File: src/rtl/utf16_to_utf8_encoder_macros.svh
// Assertion macros shared by the encoder's modules.
`ifndef UTF16_TO_UTF8_ENCODER_MACROS_SVH
`define UTF16_TO_UTF8_ENCODER_MACROS_SVH

`ifndef SYNTH

`define U8E_ASSERT_NOW(label, pre, post) \
  label: assert property (@(posedge clk) disable iff (!rst_n) (pre) |-> (post)) \
    else $error("u8e assertion failed");

`define U8E_ASSERT_NEXT(label, pre, post) \
  label: assert property (@(posedge clk) disable iff (!rst_n) (pre) |=> (post)) \
    else $error("u8e assertion failed");

`else

`define U8E_ASSERT_NOW(label, pre, post)

`define U8E_ASSERT_NEXT(label, pre, post)

`endif

`endif

File: src/rtl/u8e_pkg.sv
package u8e_pkg;

  localparam int unsigned MAX_RUN_BYTES = 4;

  localparam logic [15:0] ONE_BYTE_LIMIT = 16'h0080;
  localparam logic [15:0] TWO_BYTE_LIMIT = 16'h0800;
  localparam logic [4:0]  SURROGATE_TOP  = 5'b11011;
  localparam logic [20:0] SUPPLEMENTARY_BASE = 21'h10000;

  localparam logic [2:0] TWO_BYTE_PREFIX   = 3'b110;
  localparam logic [3:0] THREE_BYTE_PREFIX = 4'b1110;
  localparam logic [4:0] FOUR_BYTE_PREFIX  = 5'b11110;
  localparam logic [1:0] CONT_PREFIX       = 2'b10;

  typedef logic [2:0] run_count_t;

  typedef struct packed {
    logic [MAX_RUN_BYTES-1:0][7:0] bytes;
    run_count_t                    count;
  } run_t;

  typedef struct packed {
    logic valid;
    run_t run;
  } push_t;

  typedef struct packed {
    logic full;
    logic empty;
    run_t head;
  } queue_status_t;

  function automatic run_t encode_pair(input logic [9:0] lead_bits,
                                       input logic [9:0] trail_bits);
    logic [20:0] cp;
    run_t        r;
    cp = SUPPLEMENTARY_BASE + {1'b0, lead_bits, trail_bits};
    r.bytes[0] = {FOUR_BYTE_PREFIX, cp[20:18]};
    r.bytes[1] = {CONT_PREFIX, cp[17:12]};
    r.bytes[2] = {CONT_PREFIX, cp[11:6]};
    r.bytes[3] = {CONT_PREFIX, cp[5:0]};
    r.count    = run_count_t'(MAX_RUN_BYTES);
    return r;
  endfunction

endpackage

File: src/rtl/u8e_in_if.sv
interface u8e_in_if;
  logic        valid;
  logic        ready;
  logic [15:0] code_unit;
  logic        string_last;

  modport source(output valid, output code_unit, output string_last, input ready);
  modport sink(input valid, input code_unit, input string_last, output ready);
endinterface

File: src/rtl/u8e_out_if.sv
interface u8e_out_if;
  logic       valid;
  logic       ready;
  logic [7:0] out_byte;
  logic       last_of_run;

  modport source(output valid, output out_byte, output last_of_run, input ready);
  modport sink(input valid, input out_byte, input last_of_run, output ready);
endinterface

File: src/rtl/utf16_to_utf8_encoder.sv
// Channel  Direction  Payload                              Transfer
// in_ch    sink       code_unit[15:0], string_last         valid && ready
// out_ch   source     out_byte[7:0], last_of_run           valid && ready
//
// A code unit is classified in the cycle it is taken and its bytes enter a run queue.
// The output side sends one byte per cycle while out_ch.ready is high; a unit yields zero to four bytes.
// The input side stalls only when the run queue of QUEUE_DEPTH runs is full.
// Reset is synchronous and clears the held lead, the stop flag and the queue.
module utf16_to_utf8_encoder #(
  parameter int unsigned QUEUE_DEPTH = 4
) (
  input logic       clk,
  input logic       rst_n,
  u8e_in_if.sink    in_ch,
  u8e_out_if.source out_ch
);
  import u8e_pkg::*;

  push_t         push;
  queue_status_t q_status;
  logic          pop;

  u8e_front u_front (
    .clk      (clk),
    .rst_n    (rst_n),
    .in_ch    (in_ch),
    .q_status (q_status),
    .push     (push)
  );

  u8e_queue #(
    .DEPTH (QUEUE_DEPTH)
  ) u_queue (
    .clk    (clk),
    .rst_n  (rst_n),
    .push   (push),
    .pop    (pop),
    .status (q_status)
  );

  u8e_back u_back (
    .clk      (clk),
    .rst_n    (rst_n),
    .q_status (q_status),
    .pop      (pop),
    .out_ch   (out_ch)
  );

endmodule

File: src/rtl/u8e_front.sv
`include "utf16_to_utf8_encoder_macros.svh"

module u8e_front (
  input  logic                   clk,
  input  logic                   rst_n,
  u8e_in_if.sink                 in_ch,
  input  u8e_pkg::queue_status_t q_status,
  output u8e_pkg::push_t         push
);
  import u8e_pkg::*;

  logic       lead_r, lead_nxt;
  logic [9:0] held_r, held_nxt;
  logic       stopped_r, stopped_nxt;
  logic       take;
  logic [15:0] u;
  logic        last;
  run_t        rec;

  assign in_ch.ready = !q_status.full;
  assign take        = in_ch.valid && in_ch.ready;
  assign u           = in_ch.code_unit;
  assign last        = in_ch.string_last;

  always_comb begin
    rec         = '0;
    lead_nxt    = lead_r;
    held_nxt    = held_r;
    stopped_nxt = stopped_r;
    if (stopped_r) begin
      if (last) begin
        stopped_nxt = 1'b0;
      end
    end else if (lead_r) begin
      rec      = encode_pair(held_r, u[9:0]);
      lead_nxt = 1'b0;
      held_nxt = '0;
    end else if (u == '0) begin
      stopped_nxt = !last;
    end else if (u < ONE_BYTE_LIMIT) begin
      rec.bytes[0] = u[7:0];
      rec.count    = run_count_t'(1);
    end else if (u < TWO_BYTE_LIMIT) begin
      rec.bytes[0] = {TWO_BYTE_PREFIX, u[10:6]};
      rec.bytes[1] = {CONT_PREFIX, u[5:0]};
      rec.count    = run_count_t'(2);
    end else if (u[15:11] == SURROGATE_TOP) begin
      if (last) begin
        rec = encode_pair(u[9:0], 10'd0);
      end else begin
        lead_nxt = 1'b1;
        held_nxt = u[9:0];
      end
    end else begin
      rec.bytes[0] = {THREE_BYTE_PREFIX, u[15:12]};
      rec.bytes[1] = {CONT_PREFIX, u[11:6]};
      rec.bytes[2] = {CONT_PREFIX, u[5:0]};
      rec.count    = run_count_t'(3);
    end
  end

  assign push.valid = take && (rec.count != '0);
  assign push.run   = rec;

  always_ff @(posedge clk) begin
    if (!rst_n) begin
      lead_r    <= 1'b0;
      held_r    <= '0;
      stopped_r <= 1'b0;
    end else if (take) begin
      lead_r    <= lead_nxt;
      held_r    <= held_nxt;
      stopped_r <= stopped_nxt;
    end
  end

  `U8E_ASSERT_NOW(a_lead_not_stopped, lead_r, !stopped_r)
  `U8E_ASSERT_NEXT(a_last_clears_state, take && last, !lead_r && !stopped_r)

endmodule

File: src/rtl/u8e_queue.sv
`include "utf16_to_utf8_encoder_macros.svh"

module u8e_queue #(
  parameter int unsigned DEPTH = 4
) (
  input  logic                   clk,
  input  logic                   rst_n,
  input  u8e_pkg::push_t         push,
  input  logic                   pop,
  output u8e_pkg::queue_status_t status
);
  import u8e_pkg::*;

  localparam int unsigned PTR_W = (DEPTH > 1) ? $clog2(DEPTH) : 1;
  localparam int unsigned CNT_W = $clog2(DEPTH + 1);
  localparam logic [PTR_W-1:0] LAST_SLOT = PTR_W'(DEPTH - 1);
  localparam logic [CNT_W-1:0] FULL_COUNT = CNT_W'(DEPTH);

  run_t             mem [DEPTH];
  logic [PTR_W-1:0] wr_ptr_r, wr_ptr_nxt;
  logic [PTR_W-1:0] rd_ptr_r, rd_ptr_nxt;
  logic [CNT_W-1:0] count_r, count_nxt;

  assign status.full  = (count_r == FULL_COUNT);
  assign status.empty = (count_r == '0);
  assign status.head  = mem[rd_ptr_r];

  always_comb begin
    wr_ptr_nxt = wr_ptr_r;
    rd_ptr_nxt = rd_ptr_r;
    count_nxt  = count_r;
    if (push.valid) begin
      wr_ptr_nxt = (wr_ptr_r == LAST_SLOT) ? '0 : wr_ptr_r + PTR_W'(1);
    end
    if (pop) begin
      rd_ptr_nxt = (rd_ptr_r == LAST_SLOT) ? '0 : rd_ptr_r + PTR_W'(1);
    end
    if (push.valid && !pop) begin
      count_nxt = count_r + CNT_W'(1);
    end else if (pop && !push.valid) begin
      count_nxt = count_r - CNT_W'(1);
    end
  end

  always_ff @(posedge clk) begin
    if (push.valid) begin
      mem[wr_ptr_r] <= push.run;
    end
  end

  always_ff @(posedge clk) begin
    if (!rst_n) begin
      wr_ptr_r <= '0;
      rd_ptr_r <= '0;
      count_r  <= '0;
    end else begin
      wr_ptr_r <= wr_ptr_nxt;
      rd_ptr_r <= rd_ptr_nxt;
      count_r  <= count_nxt;
    end
  end

  `U8E_ASSERT_NOW(a_no_push_when_full, push.valid, !status.full)
  `U8E_ASSERT_NOW(a_no_pop_when_empty, pop, !status.empty)

endmodule

File: src/rtl/u8e_back.sv
`include "utf16_to_utf8_encoder_macros.svh"

module u8e_back (
  input  logic                   clk,
  input  logic                   rst_n,
  input  u8e_pkg::queue_status_t q_status,
  output logic                   pop,
  u8e_out_if.source              out_ch
);
  import u8e_pkg::*;

  logic [MAX_RUN_BYTES-1:0][7:0] bytes_r, bytes_nxt;
  run_count_t                    cnt_r, cnt_nxt;
  logic                          sent;

  assign out_ch.valid       = (cnt_r != '0);
  assign out_ch.out_byte    = bytes_r[0];
  assign out_ch.last_of_run = (cnt_r == run_count_t'(1));
  assign sent               = out_ch.valid && out_ch.ready;

  assign pop = !q_status.empty && ((cnt_r == '0) || (out_ch.last_of_run && sent));

  always_comb begin
    bytes_nxt = bytes_r;
    cnt_nxt   = cnt_r;
    if (pop) begin
      bytes_nxt = q_status.head.bytes;
      cnt_nxt   = q_status.head.count;
    end else if (sent) begin
      bytes_nxt = bytes_r >> 8;
      cnt_nxt   = cnt_r - run_count_t'(1);
    end
  end

  always_ff @(posedge clk) begin
    bytes_r <= bytes_nxt;
  end

  always_ff @(posedge clk) begin
    if (!rst_n) begin
      cnt_r <= '0;
    end else begin
      cnt_r <= cnt_nxt;
    end
  end

  `U8E_ASSERT_NOW(a_run_fits, 1'b1, cnt_r <= run_count_t'(MAX_RUN_BYTES))
  `U8E_ASSERT_NOW(a_loaded_run_nonempty, pop, q_status.head.count != '0)

endmodule
File: src/flat_wrapper.sv
// flat-port wrapper written by rule: the top's interface ports become plain ports
module utf16_to_utf8_encoder_flat import u8e_pkg::*;
#(
  parameter int unsigned QUEUE_DEPTH = 4
)
  (clk, rst_n, in_ch_valid, in_ch_code_unit, in_ch_string_last, in_ch_ready, out_ch_valid, out_ch_out_byte, out_ch_last_of_run, out_ch_ready);
  u8e_in_if in_ch_i ();
  u8e_out_if out_ch_i ();
  input logic clk;
  input logic rst_n;
  input wire logic [$bits(in_ch_i.valid)-1:0] in_ch_valid;
  input wire logic [$bits(in_ch_i.code_unit)-1:0] in_ch_code_unit;
  input wire logic [$bits(in_ch_i.string_last)-1:0] in_ch_string_last;
  output wire logic [$bits(in_ch_i.ready)-1:0] in_ch_ready;
  output wire logic [$bits(out_ch_i.valid)-1:0] out_ch_valid;
  output wire logic [$bits(out_ch_i.out_byte)-1:0] out_ch_out_byte;
  output wire logic [$bits(out_ch_i.last_of_run)-1:0] out_ch_last_of_run;
  input wire logic [$bits(out_ch_i.ready)-1:0] out_ch_ready;
  assign in_ch_i.valid = in_ch_valid;
  assign in_ch_i.code_unit = in_ch_code_unit;
  assign in_ch_i.string_last = in_ch_string_last;
  assign in_ch_ready = in_ch_i.ready;
  assign out_ch_valid = out_ch_i.valid;
  assign out_ch_out_byte = out_ch_i.out_byte;
  assign out_ch_last_of_run = out_ch_i.last_of_run;
  assign out_ch_i.ready = out_ch_ready;
  utf16_to_utf8_encoder #(.QUEUE_DEPTH(QUEUE_DEPTH)) u_core (.clk(clk), .rst_n(rst_n), .in_ch(in_ch_i), .out_ch(out_ch_i));
endmodule
File: config.mk
export PLATFORM = sky130hd
export DESIGN_NAME = utf16_to_utf8_encoder_flat
export DESIGN_NICKNAME = d
export VERILOG_FILES = /design/src/rtl/u8e_pkg.sv /design/src/rtl/u8e_in_if.sv /design/src/rtl/u8e_out_if.sv /design/src/rtl/utf16_to_utf8_encoder.sv /design/src/rtl/u8e_front.sv /design/src/rtl/u8e_queue.sv /design/src/rtl/u8e_back.sv /design/src/flat_wrapper.sv
export VERILOG_INCLUDE_DIRS = /design/src /design/src/rtl
export SDC_FILE = /design/constraint.sdc
export NUM_CORES = 1
export LEC_CHECK = 0
export ABC_AREA = 1
export BUFFER_PORTS_ARGS = -buffer_cell sky130_fd_sc_hd__buf_2
export CAP_MARGIN = 10
export CORE_MARGIN = 2
export CORE_UTILIZATION = 29
export CTS_CLUSTER_SIZE = 10
export DETAILED_ROUTE_END_ITERATION = 16
export SYNTH_ARGS = -nofsm -noshare
export SYNTH_HDL_FRONTEND = slang
export SYNTH_SLANG_ARGS = --single-unit
File: constraint.sdc
create_clock -name clk -period 5.02 [get_ports clk]
set_clock_uncertainty 0.2 [all_clocks]
set_input_delay 1.255 -clock clk [delete_from_list [all_inputs] [get_ports clk]]
set_output_delay 1.255 -clock clk [all_outputs]
set_load 0.02 [all_outputs]
## Word-level counts from Yosys, hierarchy flattened

Memory sizes are Yosys's and may differ from the RTL's. A register that Yosys moved wholly into a read port is not among the register bits.
Cells that the tools add are included.

| cells by class | value |
|---|---|
| add/subtract/negate cells | 7 |
| $lt $le $gt $ge | 2 |
| equality and inequality tests | 9 |
| muxes and demuxes | 37 |
| bitwise gates (word level) | 1 |
| reduce and logical (&&, ||, !) cells | 23 |

Operators by type and width:

| operator | count |
|---|---|
| $mux W35 | 4 |
| $mux W32 | 2 |
| $mux W10 | 6 |
| $add A17 B20 Y21 const A | 2 |
| $mux W27 | 1 |
| $mux W24 | 1 |
| $mux W19 | 1 |
| $logic_not A16 Y1 | 1 |
| $lt A16 B12 Y1 const B | 1 |
| $lt A16 B8 Y1 const B | 1 |
| $mux W16 | 1 |
| $mux W3 | 4 |
| $mux W1 | 11 |
| $mux W11 | 1 |
| $mux W2 | 4 |
| $mux W8 | 1 |
| $logic_and A1 B1 Y1 | 7 |
| $reduce_and A7 Y1 | 1 |
| $logic_not A3 Y1 | 2 |
| $ne A2 B2 Y1 const B | 3 |
| $reduce_bool A2 Y1 | 3 |
| $reduce_bool A3 Y1 | 2 |
| $sub A3 B1 Y3 const B | 2 |
| $eq A5 B5 Y1 const B | 1 |
| other kinds (10) | 16 |

| word-level totals | value |
|---|---|
| bits in registers | 54 |
| RAM bits | 140 |
| input bits | 21 |
| output and inout bits | 11 |
| word-level logic and storage cells | 91 |
| memories | 1 |

Memory list:

| name | depth | bits a word | read ports | clocked after memory_dff | write ports | RTL line | RTL |
|---|---|---|---|---|---|---|---|
| u_core.u_queue.mem | 4 | 35 | 1 | 1 | 1 | u8e_queue.sv:19 | `run_t mem [DEPTH];` |

## Longest topological paths before layout

| logic depth | value |
|---|---|
| depth after elaboration | 14 |
| gate-level depth with buffers | 19 |
| depth with buffers taken out | 19 |

## Cells and area by module

A second synthesis with hierarchy kept.

| unflattened totals | value |
|---|---|
| cell total of the unflattened synthesis | 823 |
| area, all modules | 8762.2 um^2 |

By module, submodules not included:

| module | times used | cells an instance | area each (um^2) | sequential area each (um^2) |
|---|---|---|---|---|
| u8e_queue | 1 | 397 | 5635.4 | 4384.2 |
| u8e_back | 1 | 180 | 1674.1 | 1021.0 |
| u8e_front | 1 | 246 | 1452.6 | 240.2 |

## Worst setup path before layout

No wires, ideal clock.

| timing | value |
|---|---|
| path kind | input -> register |
| from | input port in_ch_code_unit[6] |
| to | memory u_core.u_queue.mem[3][0] (netlist name), enable pin |
| setup time | 0.419 ns |
| arrival time | 3.340 ns |
| path slack | 1.061 ns |
| cell stages on the path | 11 |
| buffers on the path | 0 |
| cell sequence | inv_1 ha_1 inv_1 nor2_1 nand3_1 nor2_1 nand2_1 nand3_2 nand3_2 nand2_4 nor2_1 |

| on the way | value |
|---|---|
| cells in the longest elaborated chain, start to end | 10 |
| elaborated cells on any way between the ends | 12 |

RTL lines:

| what | RTL line | RTL |
|---|---|---|
| from (decl) | flat_wrapper.sv:12 | `input wire logic [$bits(in_ch_i.code_unit)-1:0] in_ch_code_unit;` |
| $lt A16 B12 Y1 | u8e_front.sv:43 | `end else if (u < TWO_BYTE_LIMIT) begin` |
| $mux W19 | u8e_front.sv:43 |  |
| $mux W11 | u8e_front.sv:40 | `end else if (u < ONE_BYTE_LIMIT) begin` |
| $mux W35 (*) | u8e_front.sv:38 | `end else if (u == '0) begin` |
| $mux W35 (*) | u8e_front.sv:34 | `end else if (lead_r) begin` |
| $mux W35 (*) | u8e_front.sv:30 | `if (stopped_r) begin` |
| $reduce_bool A3 Y1 (*) | u8e_front.sv:62 | `assign push.valid = take && (rec.count != '0);` |
| $logic_and A1 B1 Y1 (*) | u8e_front.sv:62 |  |
| $mux W1 (*) | u8e_queue.sv:46 | `if (push.valid) begin` |
| $mux W1 (not written as such) (*) | u8e_queue.sv:47 | `mem[wr_ptr_r] <= push.run;` |
| to (decl) | u8e_queue.sv:19 |  |

Every way passes the cells marked *; elsewhere a longest branch is shown, timed or not.

==> metrics.txt <==
share of post-route cells with drive strength above 1 0.120; total DRC errors in the routed layout 0; warning count from the yosys run 0; cts bufs inserted 17; kind of critical path in2reg; clock transition at the registers of the reported paths 60 ps; fraction of registers with async set or reset after synthesis 0; count of final hold-check violations 0; total via count after detailed routing 5347; Worst EP arrival 3610 ps; final RePlAce weighted congestion 0.894; width of the chip 168 µm; Port-buffer cells 31; upper clock frequency limit 289 MHz; Net Count, Synth 769; max-cap viol count 0; worst hold path stage count 2; pin slew with the least headroom to its limit 1020 ps; setup repair after global routing missed its margin no; y dimension of the die 168 µm; most frequent standard cell in the layout excluding fill and tap cells sky130_fd_sc_hd__nor2_1; hold buffer count at CTS 0; accumulated negative setup slack 0 ps; most frequent cells in the layout sky130_fd_sc_hd__nor2_1, sky130_fd_sc_hd__edfxtp_1, sky130_fd_sc_hd__o21ai_0, sky130_fd_sc_hd__nand2_1, sky130_fd_sc_hd__inv_1; GR Overflow Total 0; die area 28300 µm²; # Post-CTS Setup Buffers 0; post-layout power 4.66 mW; ranking of synthesized cells by area sky130_fd_sc_hd__edfxtp_1, sky130_fd_sc_hd__nor2_1, sky130_fd_sc_hd__dfxtp_1; instance count after placement with tap cells included 1072; number of buffers between clock root and the deepest sink 2; destination of the worst hold path u_core.u_front.held_r[2]; detailed-route wire length per cell 16.0 µm; total of cells resized after clock tree synthesis 0; CORE AREA 26700 µm²; library cells used by synthesis 40; EDFF count, synth 153; top cell type by total area after synthesis sky130_fd_sc_hd__edfxtp_1; Synth Area per Inst 10.6 µm²; number of antenna violations at the first check in global routing 0; class of the tightest hold or removal check reg2reg; sequential area share after synthesis 0.650; R2R Setup Slk 2340 ps; antenna violation net count after detailed routing 0; startpoint of the worst setup timing path in_ch_code_unit[13]; cell area after synthesis 7810 µm²; detailed placer's ending HPWL 10800 µm; Critical Path RT 5180 ps; Worst Reg-to-Reg Cells 15; FF+latch count, synth 177; Max transition margin 0.317; maximum fanout count along the critical path 14; endpoint of the lowest-slack register-to-register path u_core.u_queue.count_r[2]; count of boundary I/O pins 32; vias in the first global route 5111; PD cells 523 nW/µm²; utilization of the core after routing 0.333; final max-slew violation count 0; beginning of the worst register-to-register path u_core.u_front.stopped_r; leakage power 3.26 nW; Post-layout nets 785; portion of the clock cycle consumed by the worst path in the final layout 0.689; first-pass detailed-route iteration total 5; crit end category flop; CTS tree yes; Routed WL 17700 µm; highest ir drop seen on vdd 0.603 mV; clock root buffer master sky130_fd_sc_hd__clkbuf_16; starting utilization of the core area 0.292; area growth from synthesis to layout 14.0%; level count of the clock H-tree 4; number of DRC violations after detailed-routing iteration 0 380; via-per-instance ratio 4.84; kind of launch point of the worst setup path input pin; pin count of the biggest net entering global routing 63; post-layout min period 3460 ps; later-pin clock latency in the skew report 420 ps; final non-filler cell total 1105; antenna diode count 0; global-route wire length before repair 28400 µm; clock tree sinks 177; Row Count 60; status finished clean; most used flip-flop cell after synthesis sky130_fd_sc_hd__edfxtp_1; Min-Delay Startpoint u_core.u_front.held_r[2]; count of final setup violators 0; post-synth top area share 0.588; instance count of the mapped netlist 735; GRT Total Usage 0.130
-- critical path, stage by stage --
cell and delay, ps:
sky130_fd_sc_hd__buf_2 130, sky130_fd_sc_hd__nor2_4 130, sky130_fd_sc_hd__nand3_4 180, sky130_fd_sc_hd__nor2_2 450, sky130_fd_sc_hd__o21ai_2 140, sky130_fd_sc_hd__nand3_2 120, sky130_fd_sc_hd__nand2_4 120, sky130_fd_sc_hd__inv_1 80
sky130_fd_sc_hd__ha_1 130, sky130_fd_sc_hd__inv_1 70, sky130_fd_sc_hd__fa_1 380, sky130_fd_sc_hd__nor2_1 110, sky130_fd_sc_hd__nor2_1 50, sky130_fd_sc_hd__nand2_1 70, sky130_fd_sc_hd__o21ai_0 70, sky130_fd_sc_hd__a21oi_1 120
-- area by class of cell --
class                      count  area [µm²]
multi-input combinational    452        2300
fill                        2697       17800
clock inverter                13         184
tap                          341         427
sequential                   177        5080
timing repair buffer          40         243
clock buffer                  19         433
inverter                      63         238
-- logic make-up (layout without fill, tap and decap cells) --
family,after synthesis,in the layout,share of synthesized area
flip-flops,177,177,0.650
XOR/XNOR,3,3,0.00336
adder cells (fa/ha/maj),13,13,0.0218
buffers and inverters,106,135,0.0596
AO/OA/AOI/OAI,173,173,0.127
AND/OR/NAND/NOR,263,263,0.139
-- per-stage QoR --
stage,setup WS (ps),cell area [µm²],hold WS [ps]
3_5_place_dp,1160,8260,249
2_1_floorplan,1060,7810,229
6_report,1560,8900,257
3_3_place_gp,1220,8260,240
4_1_cts,1590,8880,258
5_1_grt,1360,8900,275
-- state kept, by name, indices dropped and copies added (netlist names), named ones only --
| register | flops |
|---|---|
| u_core.u_front.lead_r | 1 |
| u_core.u_back.bytes_r | 21 |
| u_core.u_back.out_ch.out_byte | 8 |
| u_core.u_queue.rd_ptr_r | 2 |
| u_core.u_queue.count_r | 3 |
| u_core.u_back.cnt_r | 3 |
| u_core.u_front.held_r | 10 |
| u_core.u_front.stopped_r | 1 |
| u_core.u_queue.wr_ptr_r | 2 |
| u_core.u_queue.mem | 124 |
-- Yosys cell counts, drive strengths merged, types with 2 or more instances --
master	n
nor2	167
edfxtp	153
o21ai	89
nand2	71
inv	62
buf	26
dfxtp	24
a21oi	22
a31oi	22
nand3	21
o22ai	18
clkbuf	17
ha	12
o211ai	6
a221oi	5
a22oi	3
o32ai	3
nor3	2
xnor2	2
-- per-layer routing --
layer,up-vias,wire (µm),GRT usage
met5,-,0,0
met2,136,8020,0.207
li1,2593,-,-
met1,2600,8550,0.177
met3,18,862,0.0240
met4,0,267,0.0461
-- power by group --
| group | internal (mW) | switching [mW] | total (mW) |
|---|---|---|---|
| logic | 0.363 | 0.893 | 1.26 |
| clock network | 0.835 | 0.541 | 1.38 |
| registers | 1.96 | 0.0684 | 2.02 |
| total | 3.15 | 1.50 | 4.66 |
-- how the worst max path moves through the flow --
stage                                            to  slack [ps]  depth (start not counted)
after floorplan            u_core.u_queue.mem[3][0]        1060                         11
after detailed placement  u_core.u_queue.count_r[2]        1160                         16
after global placement    u_core.u_queue.count_r[1]        1220                         14
after global routing      u_core.u_queue.count_r[1]        1360                         17
after CTS                 u_core.u_queue.count_r[2]        1590                         16
final                     u_core.u_queue.count_r[2]        1560                         16
Power figures use the tool's default switching activity.
